**src/hw/rtl/rems_pkg.sv**
```systemverilog
`timescale 1ns / 1ps
package rems_pkg;

   typedef enum logic [1:0] {
      OP_LOAD_REPLICA = 2'd0,
      OP_LOAD_BETA    = 2'd1,
      OP_ATTEMPT      = 2'd2,
      OP_READ_SLOT    = 2'd3
   } op_type;

   localparam logic [1:0] CSR_NUM_REPLICAS    = 2'd0;
   localparam logic [1:0] CSR_NPT_MODE        = 2'd1;
   localparam logic [1:0] CSR_TARGET_PRESSURE = 2'd2;

   localparam int EXP_TERMS = 15;
   localparam logic [32:0] ONE_Q32 = 33'h1_0000_0000;

   // exp(-2^k / 1024) in Q0.32
   function automatic logic [31:0] exp_entry(input logic [3:0] k);
      logic [31:0] r;
      case (k)
         4'd0:    r = 32'd4290775039;
         4'd1:    r = 32'd4286586875;
         4'd2:    r = 32'd4278222805;
         4'd3:    r = 32'd4261543595;
         4'd4:    r = 32'd4228380000;
         4'd5:    r = 32'd4162825044;
         4'd6:    r = 32'd4034748382;
         4'd7:    r = 32'd3790295335;
         4'd8:    r = 32'd3344923893;
         4'd9:    r = 32'd2605029347;
         4'd10:   r = 32'd1580030169;
         4'd11:   r = 32'd581260615;
         4'd12:   r = 32'd78665070;
         4'd13:   r = 32'd1440801;
         4'd14:   r = 32'd483;
         default: r = 32'd0;
      endcase
      return r;
   endfunction

   // request from the sequencer to the shared multiplier
   typedef struct packed {
      logic        start;
      logic [32:0] a;
      logic [50:0] b;
   } mul_req_type;

endpackage

```
**src/hw/rtl/rems_mul.sv**
```systemverilog
`timescale 1ns / 1ps
// shared unsigned 33x51 multiplier, accumulating 17-bit partial products one at a time
module rems_mul (
   input  logic                 clock,
   input  logic                 reset,
   input  rems_pkg::mul_req_type req,
   output logic                 done,
   output logic [83:0]          product
);
   import rems_pkg::*;

   logic [1:0]  step_ff;
   logic [1:0]  step_in;
   logic [32:0] a_ff;
   logic [50:0] b_ff;
   logic [83:0] acc_ff, acc_in;
   logic        done_ff, done_in;
   logic [16:0] b_part;
   logic [49:0] pp;

   always_comb begin
      case (step_ff)
         2'd1:    b_part = b_ff[16:0];
         2'd2:    b_part = b_ff[33:17];
         default: b_part = b_ff[50:34];
      endcase
      pp      = a_ff * b_part;
      step_in = step_ff;
      acc_in  = acc_ff;
      done_in = 1'b0;
      if (req.start) begin
         step_in = 2'd1;
         acc_in  = '0;
      end else begin
         case (step_ff)
            2'd1: begin
               acc_in  = 84'(pp);
               step_in = 2'd2;
            end
            2'd2: begin
               acc_in  = acc_ff + {17'd0, pp, 17'd0};
               step_in = 2'd3;
            end
            2'd3: begin
               acc_in  = acc_ff + {pp, 34'd0};
               step_in = 2'd0;
               done_in = 1'b1;
            end
            default: ;
         endcase
      end
   end

   always_ff @(posedge clock) begin
      if (reset) begin
         step_ff <= 2'd0;
         done_ff <= 1'b0;
      end else begin
         step_ff <= step_in;
         done_ff <= done_in;
      end
      acc_ff <= acc_in;
      if (req.start) begin
         a_ff <= req.a;
         b_ff <= req.b;
      end
   end

   assign done    = done_ff;
   assign product = acc_ff;
endmodule

```
**config.mk**
```make
export PLATFORM = sky130hd
export DESIGN_NAME = rems_mul
export DESIGN_NICKNAME = d
export VERILOG_FILES = /design/src/hw/rtl/rems_pkg.sv /design/src/hw/rtl/rems_mul.sv
export SDC_FILE = /design/constraint.sdc
export NUM_CORES = 2
export LEC_CHECK = 0
export ABC_AREA = 1
export BUFFER_PORTS_ARGS = -buffer_cell sky130_fd_sc_hd__buf_4
export CAP_MARGIN = 5
export CORE_UTILIZATION = 31
export CTS_CLUSTER_DIAMETER = 30
export DETAILED_ROUTE_END_ITERATION = 8
export SYNTH_ARGS = -nofsm -noshare
export SYNTH_HDL_FRONTEND = slang
export SYNTH_SLANG_ARGS = --single-unit
```
**constraint.sdc**
```tcl
create_clock -name clock -period 7.4 [get_ports clock]
set_input_delay 0.37 -clock clock [delete_from_list [all_inputs] [get_ports clock]]
set_output_delay 0.37 -clock clock [all_outputs]
set_load 0.02 [all_outputs]
```
-- Yosys cells after proc, flatten, opt, wreduce, memory -nomap -nowiden
Index checks and enable logic that the tools add are counted.
- muxes and demuxes: 5
- $add $sub $neg: 2
- multiply operators: 1
- reduce and logical (&&, ||, !) cells: 3
- equality and inequality tests: 3
- operator list (operator ; count):
    one-hot mux 84 bit (3 select lines) ; 1
    adder 84 x 67 -> 84 bit ; 1
    adder 84 bit ; 1
    multiplier 33 x 17 -> 50 bit ; 1
    one-hot mux 17 bit (2 select lines) ; 1
    one-hot mux 2 bit (3 select lines) ; 1
    equality test 2 bit, second input constant ; 2
    nonzero test 4 bit ; 1
    nonzero test 3 bit ; 1
    equality test 2 x 1 -> 1 bit, second input constant ; 1
    2-to-1 mux 1 bit ; 2
    OR reduction 2 bit ; 1
- input bits: 87
- flip-flop bits (word level): 171
- word-level logic and storage cells: 20
- output and inout bits: 85

-- Depth between registers and ports, before layout
- depth after elaboration: 5
- gate-level depth with buffers: 49
- mapped depth without buffers: 47

-- Worst setup path after synthesis
No wires, ideal clock.
- path type: register to register
- from: register step_ff[0]
- to: register acc_ff[82], in the netlist product[82]
- arrival: 7.863 ns
- buffers on the path: 2
- library setup time: 0.109 ns
- required time: 7.291 ns
- period minus slack after synthesis: 7.972 ns
- stages on the path, launching flop included: 45
- setup slack: -0.572 ns
- path through: dfxtp_1 > inv_1 > ha_1 > inv_1 > buf_2 > a221o_1 > nand2_1 > inv_1 > clkbuf_1 > nand2_1 > fa_1 > inv_1 > fa_1 > inv_1 > fa_1 > inv_1 > fa_1 > fa_1 > [9 not listed] > nand2_1 > nand4_1 > and2_1 > ha_1 > nand2_1 > nor2_1 > inv_1 > nor2_1 > inv_1 > nor2_1 > and3_1 > nand2_1 > nand2_1 > nand2_1 > nand3_1 > nand3_1 > nand2_1 > inv_1
- cells in the longest elaborated chain, start to end: 5
- elaborated cells on any way between the ends: 9
- classes of those cells: add/sub: 2; mul: 1; eq/ne: 3; mux: 2; reduce/logical: 1
- ends and longest elaborated chain (item ; line ; source):
    start: declaration ; rems_mul.sv:12 ; logic [1:0] step_ff;
    start signal: assignment ; rems_mul.sv:59 ; step_ff <= step_in;
    equality test 2 bit / equality test 2 x 1 -> 1 bit (equally long branches) ; rems_mul.sv:22, rems_mul.sv:35 ;
    one-hot mux 17 bit (2 select lines) ; rems_mul.sv:22 ; case (step_ff)
    multiplier 33 x 17 -> 50 bit ; rems_mul.sv:27 ; pp = a_ff * b_part;
    adder 84 bit / adder 84 x 67 -> 84 bit (equally long branches) ; rems_mul.sv:45, rems_mul.sv:41 ;
    one-hot mux 84 bit (3 select lines) ; rems_mul.sv:35 ; case (step_ff)
    end signal: assignment ; rems_mul.sv:62 ; acc_ff <= acc_in;
    end: declaration ; rems_mul.sv:16 ; logic [83:0] acc_ff, acc_in;
Parallel ways exist; a longest one is shown, timed or not.
A chain may end at the register's enable or synchronous reset.

-- Worst setup path in the final report
- from: register step_ff[0]
- to: register acc_ff[75], in the netlist product[75]
Same word-level chain as after synthesis.

==> flow_summary_export.csv <==
group,metric,value,unit
grt,antenna_found_initial,3,
placed_design,numPortBuffers,171,
sta,final-hold-violation-count,0,
setup_path,startpoint_type,"register",
route,drt_iter0_drc,2804,
sta,tightest_slew,1.028,ns
final_layout,syn2layout_area_growth,43.38,%
final_layout,nFillCells,10660,
setup_path,worstReg2RegEnd,"product[75]",
synth,synth.top_cell.area_share,28.20,%
synth,async_flop_share,0,%
placed_design,gp_congestion,1.014,
synth,syn_nets,5495,
cts,root_buffer,"clkbuf_16",
floorplan,row_count,119,
synth,synth_adder_area_share,36.90,%
synth,ys.flop_type,"dfxtp_1",
final_layout,fin_nets,6531,
final_layout,drive_above_1_share,31.59,%
setup_path,worst_path_largest_cell_delay,0.51,ns
route,first_pass_iters,8,
placed_design,dp_hpwl,120.6,mm
synth,yosysMostFrequentCell,"nand2_1",
flow_run,drv_cap,0,
floorplan,dieArea,108000,um2
synth,syn_inst,4712,
floorplan,io_pins,172,
setup_path,cp_max_fo,9,
cts,cts.clk_slew.worst_paths,0.08,ns
sta,setup_ws,-1.019,ns
cts,cts_tree,"done",
synth,synth_xor_area_share,1.203,%
route,drcViolationCount,20,
sta,period_needed,8.419,ns
cts,cts-buffers-inserted,17,
floorplan,core-area,105600,um2
placed_design,preCtsSetupSlack,-1.696,ns
hold_path,min_to,"b_ff[6]",
status,violations,"DRC, setup timing",
setup_path,cpMaxStageDelayCell,"fa_1",
sta,fmax,0.1188,GHz
synth,synth_top_family_by_area,"adder cells",
sta,skew,0.02887,ns
setup_path,cp_data_arrival_time,8.85,ns
final_layout,seq_area,4269,um2
synth,netlist_top_cells_count,"nand2_1, inv_1, nor2_1",
grt,grt_overflow_total,0,
sta,slew_headroom,31.44,%
setup_path,startpoint,"step_ff[0]",
synth,synth-seq-area-share,12.89,%
status,status,"finished with violations",
synth,muxShareOfSynthArea,0,%
floorplan,dieHeight,328.7,um
synth,synth_area,33080,um2
setup_path,r2r_slack,-1.02,ns
hold_path,hold_class,"primary input to register",
route,wl,144.9,mm
setup_path,worstPathRequired,7.83,ns
floorplan,die_w,328.7,um
synth,yosys-top-cells-area,"fa_1, nand2_1, inv_1",
route,vias,35300,
grt,first_global_vias,35470,
cts,insertion_delay,0.55,ns
sta,period_share,113.8,%
synth,synth-edff-count,84,
sta,setup_violations,55,
synth,synth_top_area_cell,"fa_1",
hold_path,min-delay-start,"req[6]",
grt,grt_max_degree,89,
synth,synth_cell_types,53,
synth,synthSimpleGateAreaFrac,25.07,%
synth,yosysWarningCount,0,
route,post_drt_via_cell_ratio,4.934,
synth,avgSynthCellArea,7.020,um2
setup_path,r2r-start,"step_ff[0]",
floorplan,initial_core_util,31.33,%
hold_path,worstHoldPathCells,1,
setup_path,r2r_cells,43,
cts,cts.path.max_buffers,2,
final_layout,multi_input_area,27680,um2
route,ant_nets,0,
cts,htree_levels,4,
route,wl_per_cell,20.25,um
grt,grt_usage,26.65,%
grt,grt_pass1_wl,213.8,mm
sta,rsz0062_at_grt,"yes",
synth,synth_compound_area_share,11.05,%
cts,clock-sinks,171,
setup_path,cp-end-kind,"register",
synth,ys_ff_latch,171,
sta,finalMaxSlewViolations,0,
setup_path,crit_type,"register to register",
## per-layer routing
layer / up-vias / GRT usage (%) / wire (um)
li1: 16600 / - / -
met5: - / 0 / 34
met1: 17210 / 34.50 / 60620
met3: 255 / 3.383 / 8800
met2: 1232 / 44.95 / 68930
met4: 4 / 10.37 / 6516
## logic make-up (layout without fill, tap and decap cells)
family	after synthesis	in the layout
DFF	171	171
buffers and inverters	1130	2179
xor gates and xnor gates	42	42
adders and majority gates	696	696
other	0	2
and+or+nand+nor	2006	2006
AOI/OAI and AO/OA	667	667
## worst max-delay path: cells and delay by family, from the launching register on
family	cells	cell delay, ns
flip-flops	1	0.38
adder cells (fa/ha/maj)	9	3.92
AND/OR/NAND/NOR	13	1.51
AO/OA/AOI/OAI	4	0.80
buffers and inverters	16	1.54
XOR/XNOR	1	0.15
## how the worst max path moves through the flow
| stage | endpoint | cells past startpoint |
|---|---|---|
| 2_1_floorplan | product[82] | 45 |
| 3_3_place_gp | product[73] | 43 |
| 3_5_place_dp | product[73] | 44 |
| 4_1_cts | product[75] | 47 |
| 5_1_grt | product[75] | 47 |
| 6_report | product[75] | 43 |
## through the flow
| stage | std cells | util, % | instance area, um2 | setup TNS (ns) | hold WS [ns] |
|---|---|---|---|---|---|
| CTS | 7109 | 43.13 | 45530 | -44.23 | 0.0003739 |
| global route | 7152 | 44.92 | 47420 | -59.95 | 0.001673 |
| detailed placement | 7007 | 40.66 | 42920 | -64.86 | 0.4595 |
| floorplan | 4712 | - | 33650 | 0 | 0.4297 |
| global placement | 7007 | 40.66 | 42920 | -64.79 | 0.4568 |
| finish | 7154 | 44.93 | 47430 | -41.79 | 0.02219 |
## state kept, by name, summed over array words and instances, names as in the netlist
register,flops
done,1
b_ff,51
step_ff,2
product,84
a_ff,33
## cells in the final DEF (no fill, tap or decap), types with 61 or more instances in the layout
master,n
ha_1,151
fa_1,452
nor2_2,82
buf_4,1039
edfxtp_1,84
nand2_2,100
a21oi_2,90
a21oi_1,210
inv_1,928
o21ai_0,155
nand2_1,971
dfxtp_1,85
nor2_1,436
nand3_1,144
ha_4,77
o21ai_1,61
## layout make-up
type                       instances  area share (%)
tap                             1391           3.670
inverter                         998           7.996
antenna                            2         0.01055
timing repair buffer            1149           19.60
clock inverter                    15          0.4669
sequential                       171           9.001
clock buffer                      17          0.8970
multi-input combinational       3411           58.36
## timing repair
action | in CTS | in global routing
gates resized for setup | 350 | 407
pin swaps | 54 | 118
buffers inserted | 16 | 40
gates cloned | 1 | 3
setup endpoints to repair | 56 | 57
hold buffers | 53 | 0
endpoints found under the hold margin | 53 | 0
Power is left out: the tool's default activity adds up to more than one toggle a clock period on the data nets, which glitch-free logic cannot reach.
